File: src/rtl/tdpt_divider.sv
// Bit-serial restoring divider that yields one quotient bit per cycle.
module tdpt_divider #(
    parameter int WIDTH = 32
) (
    input  logic             i_clk,
    input  logic             i_rst_n,
    input  logic             i_start,
    input  logic [WIDTH-1:0] i_dividend,
    input  logic [WIDTH-1:0] i_divisor,
    output logic             o_busy,
    output logic             o_done,
    output logic [WIDTH-1:0] o_quo,
    output logic             o_rem_zero
);

    localparam int CNT_W = $clog2(WIDTH);

    logic             r_busy;
    logic             r_done;
    logic [CNT_W-1:0] r_cnt;
    logic [WIDTH-1:0] r_rem;
    logic [WIDTH-1:0] r_quo;
    logic [WIDTH-1:0] r_dsr;

    logic [WIDTH:0]   n_shift;
    logic [WIDTH:0]   n_diff;
    logic             n_ge;

    // One restoring step: bring down the next dividend bit and try the subtract.
    always_comb begin
        n_shift = {r_rem, r_quo[WIDTH-1]};
        n_ge    = (n_shift >= {1'b0, r_dsr});
        n_diff  = n_shift - {1'b0, r_dsr};
    end

    // Control: count the steps and flag the cycle after the last one.
    always_ff @(posedge i_clk) begin
        if (!i_rst_n) begin
            r_busy <= 1'b0;
            r_done <= 1'b0;
            r_cnt  <= '0;
        end else begin
            r_done <= 1'b0;
            if (i_start && !r_busy) begin
                r_busy <= 1'b1;
                r_cnt  <= CNT_W'(WIDTH - 1);
            end else if (r_busy) begin
                if (r_cnt == '0) begin
                    r_busy <= 1'b0;
                    r_done <= 1'b1;
                end else begin
                    r_cnt <= r_cnt - 1'b1;
                end
            end
        end
    end

    // Datapath: the dividend shifts out at the top while quotient bits enter below.
    always_ff @(posedge i_clk) begin
        if (i_start && !r_busy) begin
            r_rem <= '0;
            r_quo <= i_dividend;
            r_dsr <= i_divisor;
        end else if (r_busy) begin
            r_rem <= n_ge ? n_diff[WIDTH-1:0] : n_shift[WIDTH-1:0];
            r_quo <= {r_quo[WIDTH-2:0], n_ge};
        end
    end

    assign o_busy     = r_busy;
    assign o_done     = r_done;
    assign o_quo      = r_quo;
    assign o_rem_zero = (r_rem == '0);

    // The last step is always followed by a completion flag.
    a_done_after_last: assert property (@(posedge i_clk) disable iff (!i_rst_n)
        (r_busy && r_cnt == '0) |=> r_done)
        else $error("divider finished its steps without flagging completion");

    // Completion never overlaps a running division.
    a_done_idle: assert property (@(posedge i_clk) disable iff (!i_rst_n)
        r_done |-> !r_busy)
        else $error("divider flagged completion while still busy");

    // A finished remainder is always below a nonzero divisor.
    a_rem_below: assert property (@(posedge i_clk) disable iff (!i_rst_n)
        (r_done && r_dsr != '0) |-> (r_rem < r_dsr))
        else $error("divider remainder is not below the divisor");

endmodule

File: config.mk
export PLATFORM = sky130hd
export DESIGN_NAME = tdpt_divider
export DESIGN_NICKNAME = d
export VERILOG_FILES = /design/src/rtl/tdpt_divider.sv
export SDC_FILE = /design/constraint.sdc
export NUM_CORES = 1
export LEC_CHECK = 0
export BUFFER_PORTS_ARGS = -buffer_cell sky130_fd_sc_hd__buf_2
export CORE_AREA = 3 3 113 115
export CTS_CLUSTER_DIAMETER = 100
export DETAILED_ROUTE_END_ITERATION = 6
export DIE_AREA = 0 0 116 118
export PLACE_DENSITY = 0.72
export SETUP_SLACK_MARGIN = 0.15
export SLEW_MARGIN = 25
export SYNTH_ARGS = -nofsm -noshare
export SYNTH_HDL_FRONTEND = slang
export SYNTH_SLANG_ARGS = --single-unit
File: constraint.sdc
create_clock -name i_clk -period 4.1 [get_ports i_clk]
set_clock_uncertainty 0.2 [all_clocks]
set_input_delay 0.205 -clock i_clk [delete_from_list [all_inputs] [get_ports i_clk]]
set_output_delay 0.205 -clock i_clk [all_outputs]
set_load 0.02 [all_outputs]
==> reports/metrics.csv, run 1 <==
metric;value;unit
xor/xnor share of the synthesized area;0.0402;
Worst VDD drop;0.303;mV
Worst-Margin Slew;991;ps
Synth Area per Inst;10.6;um^2
Post-CTS Setup Inserts;0;
Post-route DRC;0;
via/cell ratio;5.71;
Multi-input gate area;2910;um^2
distinct cell type count after synthesis;55;
Max H-tree Level;3;
Max Slew Vio Count;0;
ys async rst share;0;
fillers;978;
Mapped Area;5890;um^2
vias in the first global route;5124;
Die W;116;um
layout cells sized above 1;0.221;
hold slack;128;ps
Placed Instances;789;
critical path class;reg2reg;
Critical Path RT;4150;ps
Final min period;3400;ps
Final Core Density;0.627;
Setup WS pre-CTS;716;ps
antenna violations before repair;0;
Max Fclk;0.294;GHz
CTS tree;yes;
sequential share of the synthesized area;0.459;
syn_nets;660;
Worst-path clk slew;80;ps
total power draw;2.67;mW
Layout area overhead;26.9;%
grt total ovfl;0;
final non-filler cell total;870;
DRT Wirelength;15.0;mm
FF+latch area;2700;um^2
nets;820;
Initial Util;0.494;
CTS Root Cell;clkbuf_16;
status;completed;
pin count of the biggest net entering global routing;44;
Startpoint Class;flop;
# setup viols final;0;
number of enable flip-flop cells after synthesis;64;
min-delay worst type;in2reg;
main combinational cell family by area after synthesis;compound AO/OA/AOI/OAI gates;
Clock Path Buffers;2;
Placed Area;6530;um^2
Top FF cell, synth;edfxtp_1;
n_diodes;0;
Avg WL per Cell;17.3;um
unrepaired setup endpoints after global routing;false;
compound-cell area share of the yosys netlist;0.179;
Arrival @ worst endpoint;3460;ps
cts repair resizes;0;
mux share of post-synthesis cell area;0.0914;
DIE AREA;13700;um^2
total negative setup slack;0;ps
CTS sink count;103;
Rel. slew slack;0.338;
final hold violation count;0;
RePlAce Congestion;0.957;
Final period util;0.830;
cts bufs inserted;9;
Final WS setup;695;ps
Iter 0 DRT Violations;272;
Port-buffer cells;101;
Post-Syn Instances;558;
Simple-Gate Fraction of Synth Area;0.106;
power per standard cell area;358;nW/um^2
DR pass1 iterations;6;
post-synthesis adder-cell area fraction;0.0756;
Via Count;4965;
Rows;40;
all-layer global routing usage;0.231;
design area;7470;um^2
worst-skew pair later-pin latency;360;ps
dpl hpwl;10.2;mm
max-cap violations;0;
Leakage;3.37;nW
number of synthesized register bits;103;
die height;118;um
crit path capture type;flop;
crit-path max FO;21;
Core Box Area;11900;um^2
num ports;102;
first-pass GRT wire length;25.3;mm
Syn. warnings;0;
ANT nets after route;0;
[placed cells by master (no fill, tap or decap), types with 14 or more instances in the layout]
master	n
dfxtp_1	39
dlygate4sd3_1	65
buf_2	101
mux2_2	32
ha_1	34
xnor2_1	20
a22o_1	16
nand2_1	36
a21oi_1	30
mux2_1	14
nor2_1	29
inv_1	47
edfxtp_1	64
a21o_1	19
[final cells by class]
cell class	instances	area share
Tap cell	147	0.0246
Clock inverter	7	0.00854
Sequential cell	103	0.362
Multi-Input combinational cell	385	0.389
Inverter	47	0.0236
Clock buffer	9	0.0301
Timing Repair Buffer	172	0.162
[sequential cells by signal (all words and copies together), names as in the netlist]
name	cells
o_busy	1
r_rem	32
o_done	1
r_dsr	32
r_cnt	5
o_quo	32
[timing repair]
action / CTS / global route
endpoints found under the setup margin: 0 / 0
hold endpoints to repair: 70 / 0
hold buffers: 65 / 0
[Yosys cell counts, types with 2 or more instances]
cell type / instances / area, um^2
a32o_1: 3 / 30.0
and2_1: 6 / 37.5
o21ai_0: 9 / 45.0
nor2b_1: 4 / 25.0
nor3_1: 7 / 35.0
nand3_1: 12 / 60.1
nand2b_1: 3 / 18.8
mux2_2: 32 / 360
nand4_1: 4 / 25.0
buf_2: 6 / 30.0
a221oi_1: 2 / 17.5
a21o_1: 19 / 143
a21oi_1: 30 / 150
xor2_1: 7 / 61.3
a31oi_1: 7 / 43.8
and3_1: 4 / 25.0
nor4_1: 12 / 75.1
edfxtp_1: 64 / 1920
nand2_1: 36 / 135
dfxtp_1: 39 / 781
buf_4: 3 / 22.5
o21ai_1: 12 / 60.1
a211oi_1: 5 / 37.5
clkbuf_1: 13 / 48.8
o21bai_1: 5 / 37.5
or3_1: 6 / 37.5
mux2_1: 14 / 158
or4_1: 2 / 15.0
o2111a_1: 4 / 45.0
a32oi_1: 11 / 96.3
a22o_1: 16 / 140
o2111ai_1: 3 / 26.3
o41ai_1: 2 / 17.5
a211o_1: 3 / 26.3
mux2i_1: 2 / 20.0
ha_1: 34 / 425
and4_1: 2 / 17.5
nor2_1: 31 / 116
xnor2_1: 20 / 175
inv_1: 47 / 176
o21a_1: 2 / 15.0
a21boi_1: 2 / 15.0
[report_power, final]
group / internal [mW] / switching (mW) / leakage [nW]
logic: 0.254 / 0.312 / 2.28
clock network: 0.426 / 0.422 / 0.143
registers: 1.20 / 0.0555 / 0.945
total: 1.88 / 0.790 / 3.37
[critical path, cell delays in order, from the launching register on]
cell	delay (ps)
dfxtp_1	360
ha_1	400
a21o_1	260
o21bai_1	160
a221oi_1	290
nand2_1	150
o2111ai_2	280
a21o_1	660
nor4_1	160
or3_1	370
[cell families after synthesis]
| group | Yosys count |
|---|---|
| AO/OA/AOI/OAI | 146 |
| AND/OR/NAND/NOR | 129 |
| flip-flops | 103 |
| buffers and inverters | 70 |
| multiplexers | 48 |
| adder cells (fa/ha/maj) | 35 |
| XOR/XNOR | 27 |
[metal layers]
metal,wire [um],up-vias,GRT usage
met2,7110,190,0.367
met5,0,-,0
met4,450,0,0.0935
li1,-,2415,-
met1,6400,2324,0.291
met3,1070,36,0.0694
[path summary, 6_finish.rpt]
check	start	to	slack, ps	depth (start not counted)
worst max-delay path	r_rem[11]	r_rem[30]	700	9
worst min-delay path	i_start	r_rem[19]	130	4
worst max register to register	r_rem[11]	r_rem[30]	700	9
worst min register to register	r_cnt[0]	r_cnt[0]	320	1
No activity file was read; power rests on OpenSTA's default activity.
==> inputs of run 2 (changes only) <==
--- a/config.mk
+++ b/config.mk
@@ -10,7 +10,7 @@
 export CTS_CLUSTER_DIAMETER = 100
 export DETAILED_ROUTE_END_ITERATION = 6
 export DIE_AREA = 0 0 116 118
-export PLACE_DENSITY = 0.72
+export PLACE_DENSITY = 0.75
 export SETUP_SLACK_MARGIN = 0.15
 export SLEW_MARGIN = 25
 export SYNTH_ARGS = -nofsm -noshare
==> constraint.sdc (replaced) <==
create_clock -name i_clk -period 2.78 [get_ports i_clk]
set_clock_uncertainty 0.2 [all_clocks]
set_input_delay 0.139 -clock i_clk [delete_from_list [all_inputs] [get_ports i_clk]]
set_output_delay 0.139 -clock i_clk [all_outputs]
set_load 0.02 [all_outputs]
==> reports/metrics.csv, run 2 (same netlist as run 1, synthesis figures left out) <==
metric;value;unit
status;finished, violations left;
failing checks;negative setup slack;
CTS sink count;103;
Port-buffer cells;101;
die height;118;um
Net Sw Power;1.27;mW
Leakage;4.00;nW
commonest non-fill, non-tap cell in the layout;buf_2;
Startpoint Class;flop;
launch point of the worst reg-to-reg path;r_dsr[1];
flop-to-flop setup slack;-160;ps
vias in the first global route;5898;
routed length on met3;1.26;mm
Gate power share;0.247;
via/cell ratio;5.73;
pin count of the biggest net entering global routing;67;
crit-path max FO;2;
RePlAce Congestion;0.912;
critical path class;reg2reg;
Initial Util;0.494;
Int Pwr;2.99;mW
# setup viols final;29;
first-pass GRT wire length;29.0;mm
FF+latch area;2700;um^2
R2R depth;12;
reg2reg end;r_rem[12];
Worst Setup SP;r_dsr[1];
Die W;116;um
Iter 0 DRT Violations;372;
Rows;40;
total power draw;4.26;mW
commonest cells after routing, fill and taps aside;buf_2 (101), buf_4 (97), dlygate4sd3_1 (65), edfxtp_1 (64);
unrepaired setup endpoints after global routing;true;
Post-route DRC;0;
all-layer global routing usage;0.266;
Max H-tree Level;3;
hold slack;92.3;ps
num ports;102;
Setup WS pre-CTS;-316;ps
antenna violations before repair;0;
Met1 Wirelength;7.28;mm
Critical Path RT;2830;ps
dpl hpwl;11.4;mm
CTS Root Cell;clkbuf_16;
crit path capture type;flop;
sequential power share;0.436;
Sw Ratio;0.298;
fillers;752;
Avg WL per Cell;19.0;um
final hold violation count;0;
Layout area overhead;51.5;%
DR pass1 iterations;7;
grt total ovfl;0;
n_diodes;0;
layout cells sized above 1;0.417;
Worst VDD drop;0.649;mV
total negative setup slack;-3190;ps
ANT nets after route;0;
Rel. slew slack;0.718;
DRT Wirelength;18.6;mm
Multi-input gate area;3420;um^2
met2 routed WL;9.54;mm
Final Core Density;0.749;
crit path to;r_rem[12];
CTS tree;yes;
DIE AREA;13700;um^2
Arrival @ worst endpoint;2990;ps
min-delay worst type;in2reg;
DR top layer;met4;
Core Box Area;11900;um^2
Worst-path clk slew;90;ps
Via Count;5606;
Worst-Margin Slew;419;ps
Final period util;1.06;
Max Fclk;0.340;GHz
clock share of power;0.317;
nets;929;
cts bufs inserted;9;
Final min period;2940;ps
power per standard cell area;478;nW/um^2
max-cap violations;0;
Max Slew Vio Count;0;
Clock Path Buffers;2;
worst-skew pair later-pin latency;360;ps
Final WS setup;-164;ps
==> run 2: worst min-delay path by stage <==
stage,start,endpoint,slack [ps],cells past startpoint
after floorplan,i_divisor[0],r_dsr[0],40,0
after global placement,i_divisor[14],r_dsr[14],120,1
after detailed placement,i_divisor[14],r_dsr[14],120,1
after CTS,i_start,r_rem[18],40,4
after global routing,i_start,r_rem[18],90,4
final,i_start,r_rem[18],90,4
==> run 2: power groups by stage <==
| stage | combinational, mW | clock, mW | sequential [mW] |
|---|---|---|---|
| CTS | 1.00 | 1.36 | 1.85 |
| floorplan | 0.475 | 0 | 1.95 |
| detailed placement | 0.890 | 0 | 1.88 |
| global placement | 0.864 | 0 | 1.87 |
| global route | 1.13 | 1.42 | 1.87 |
| finish | 1.05 | 1.35 | 1.86 |
==> run 2: per-stage QoR <==
stage                     std cells  instance area [um^2]
after global routing            979                  8920
final                           979                  8920
after detailed placement        876                  7340
after CTS                       970                  8680
after global placement          876                  7340
after floorplan                 558                  6080
==> run 2: cell type report <==
type                       instances  area share
tap                              147      0.0206
multi-input combinational        386       0.384
clock buffer                       9      0.0253
sequential                       103       0.303
timing repair buffer             280       0.238
clock inverter                     7     0.00968
inverter                          47      0.0198
==> run 2: critical path: stages, from the launching register on <==
cell and delay (ps):
edfxtp_1 430, buf_4 160, buf_4 120, fa_2 340, nand2b_4 160, a21oi_4 130, buf_4 130, o21ai_2 60
a211oi_2 350, o41ai_2 140, xnor2_1 160, mux2_4 280, a22o_1 170
==> run 2: layer usage <==
metal  vias to the layer above  global-route usage
met2                       269               0.458
met1                      2662               0.325
met3                        48              0.0632
met5                         -                   0
li1                       2627                   -
met4                         0              0.0870
==> run 2: repair_timing <==
item                       4_1_cts  5_1_grt
buffers inserted                11        8
hold buffers                    65        0
hold endpoints to repair        71        0
setup endpoints to repair       33       33
cloned                           2        1
pin swaps                       23       28
resized for setup               44       33
==> inputs of run 3 (changes only) <==
--- a/config.mk
+++ b/config.mk
@@ -6,11 +6,12 @@
 export NUM_CORES = 1
 export LEC_CHECK = 0
 export BUFFER_PORTS_ARGS = -buffer_cell sky130_fd_sc_hd__buf_2
-export CORE_AREA = 3 3 113 115
+export CORE_AREA = 2 2 112 114
 export CTS_CLUSTER_DIAMETER = 100
 export DETAILED_ROUTE_END_ITERATION = 6
-export DIE_AREA = 0 0 116 118
+export DIE_AREA = 0 0 114 116
 export PLACE_DENSITY = 0.75
+export RECOVER_POWER = 100
 export SETUP_SLACK_MARGIN = 0.15
 export SLEW_MARGIN = 25
 export SYNTH_ARGS = -nofsm -noshare
==> reports/metrics.csv, run 3 (same netlist as run 1, synthesis figures left out) <==
metric;value;unit
CTS sink count;103;
Max H-tree Level;3;
Leakage;4.06;nW
min-delay worst type;in2reg;
Cell Chain, Critical Path;inv_2 -> ha_4 -> and4_4 -> and3_4 -> and4_1 -> o21a_1 -> o2111ai_4 -> buf_6 -> a21o_4 -> a32o_1 -> or3_1;
Avg WL per Cell;19.4;um
Worst VDD drop;0.561;mV
Core Box Area;11900;um^2
first-pass GRT wire length;30.0;mm
failing checks;negative setup slack;
crit-path max FO;5;
Final min period;2980;ps
Rows;40;
worst-skew pair later-pin latency;370;ps
commonest cells after routing, fill and taps aside;buf_4 (117), buf_2 (66), dlygate4sd3_1 (65), edfxtp_1 (64), inv_1 (41);
Sw Ratio;0.296;
Int Pwr;3.08;mW
Clock Path Buffers;2;
layout cells sized above 1;0.398;
max incr delay on CP;370;ps
Arrival @ worst endpoint;3030;ps
pin count of the biggest net entering global routing;44;
all-layer global routing usage;0.289;
vias in the first global route;5996;
clock share of power;0.329;
dpl hpwl;11.7;mm
antenna violations before repair;0;
fillers;781;
Rel. slew slack;0.123;
Net Sw Power;1.30;mW
nets;951;
final non-filler cell total;1001;
Critical Path RT;2830;ps
Initial Util;0.494;
status;finished, violations left;
Port-buffer cells;101;
die height;116;um
crit path capture type;flop;
Iter 0 DRT Violations;441;
Startpoint Class;flop;
ANT nets after route;0;
Via Count;5715;
via/cell ratio;5.71;
Setup WS pre-CTS;-357;ps
unrepaired setup endpoints after global routing;true;
n_diodes;0;
DRT Wirelength;19.4;mm
Worst-path clk slew;80;ps
Max Slew Vio Count;0;
cts bufs inserted;9;
total power draw;4.37;mW
Final WS setup;-197;ps
CTS tree;yes;
Placed Instances;898;
Gate power share;0.245;
Max Fclk;0.336;GHz
CTS Root Cell;clkbuf_16;
CP max-delay cell;or3_1;
power per standard cell area;479;nW/um^2
RePlAce Congestion;0.956;
DIE AREA;13200;um^2
# setup viols final;33;
final hold violation count;0;
Buf+Inv Stages, Crit Path;2;
CP top delay family;simple AND/OR/NAND/NOR gates;
Final period util;1.07;
sequential power share;0.426;
commonest non-fill, non-tap cell in the layout;buf_4;
num ports;102;
Layout area overhead;55.2;%
DR pass1 iterations;5;
critical path class;reg2reg;
max-cap violations;0;
Die W;114;um
grt total ovfl;0;
Worst-Margin Slew;1320;ps
Post-route DRC;0;
-- run 3: cell count changes in the layout (fill, tap and decap cells not counted), sizes merged --
| cell | change |
|---|---|
| clkinvlp | -3 |
| bufinv | +1 |
| buf | -16 |
| clkinv | +1 |
| inv | +1 |
| clkbuf | +38 |
-- run 3: area by class of cell --
cell class / count / area [um^2] / area share
clock inverters: 7 / 109 / 0.0119
repair buffers: 302 / 2220 / 0.243
multi-input cells: 386 / 3520 / 0.385
inverters: 47 / 176 / 0.0193
well taps: 147 / 184 / 0.0201
clock buffers: 9 / 225 / 0.0246
flip-flops and latches: 103 / 2700 / 0.296
-- run 3: timing repair --
| action | in CTS | in global routing |
|---|---|---|
| pin swaps | 29 | 32 |
| hold buffers | 65 | 0 |
| endpoints found under the hold margin | 71 | 0 |
| gates cloned | 2 | 0 |
| resized for setup | 46 | 47 |
| setup endpoints to repair | 33 | 33 |
| buffers inserted | 11 | 9 |
-- run 3: per-layer routing --
layer,vias up,routed length (um),part of all wire,global-route usage
met5,-,0,0,0
met4,0,620,0.032,0.109
met3,60,1330,0.068,0.0711
met2,266,9800,0.51,0.522
met1,2713,7620,0.39,0.333
li1,2676,-,-,-
-- run 3: worst paths after layout --
path | end | slack (ps) | cells after the start | from
worst max-delay path | r_rem[30] | -200 | 11 | r_dsr[14]
worst max register to register | r_rem[30] | -200 | 11 | r_dsr[14]
worst min-delay path | r_rem[18] | 40 | 4 | i_start
worst min register to register | r_cnt[0] | 320 | 1 | r_cnt[0]
-- run 3: stage by stage --
step                      cell area (um^2)  setup TNS [ps]  hold WS (ps)  utilization
after floorplan                       6080            -675          37.9            -
after global placement                7500           -4310           116        0.629
after detailed placement              7500           -6290           117        0.629
after CTS                             8880           -2100          20.9        0.746
after global routing                  9140           -7480          54.8        0.767
final                                 9140           -3950          41.8        0.767
-- run 3: power groups by stage --
stage | combinational, mW | sequential (mW) | clock [mW]
final | 1.07 | 1.86 | 1.44
after global routing | 1.15 | 1.87 | 1.52
after CTS | 1.02 | 1.85 | 1.46
after detailed placement | 0.912 | 1.88 | 0
after global placement | 0.877 | 1.87 | 0
after floorplan | 0.475 | 1.95 | 0
-- run 3: worst reg2reg max path, cell delays in order, from the launching register on --
cell	delay, ps
edfxtp_1	350
inv_2	60
ha_4	270
and4_4	240
and3_4	180
and4_1	160
o21a_1	200
o2111ai_4	170
buf_6	170
a21o_4	230
a32o_1	260
or3_1	370
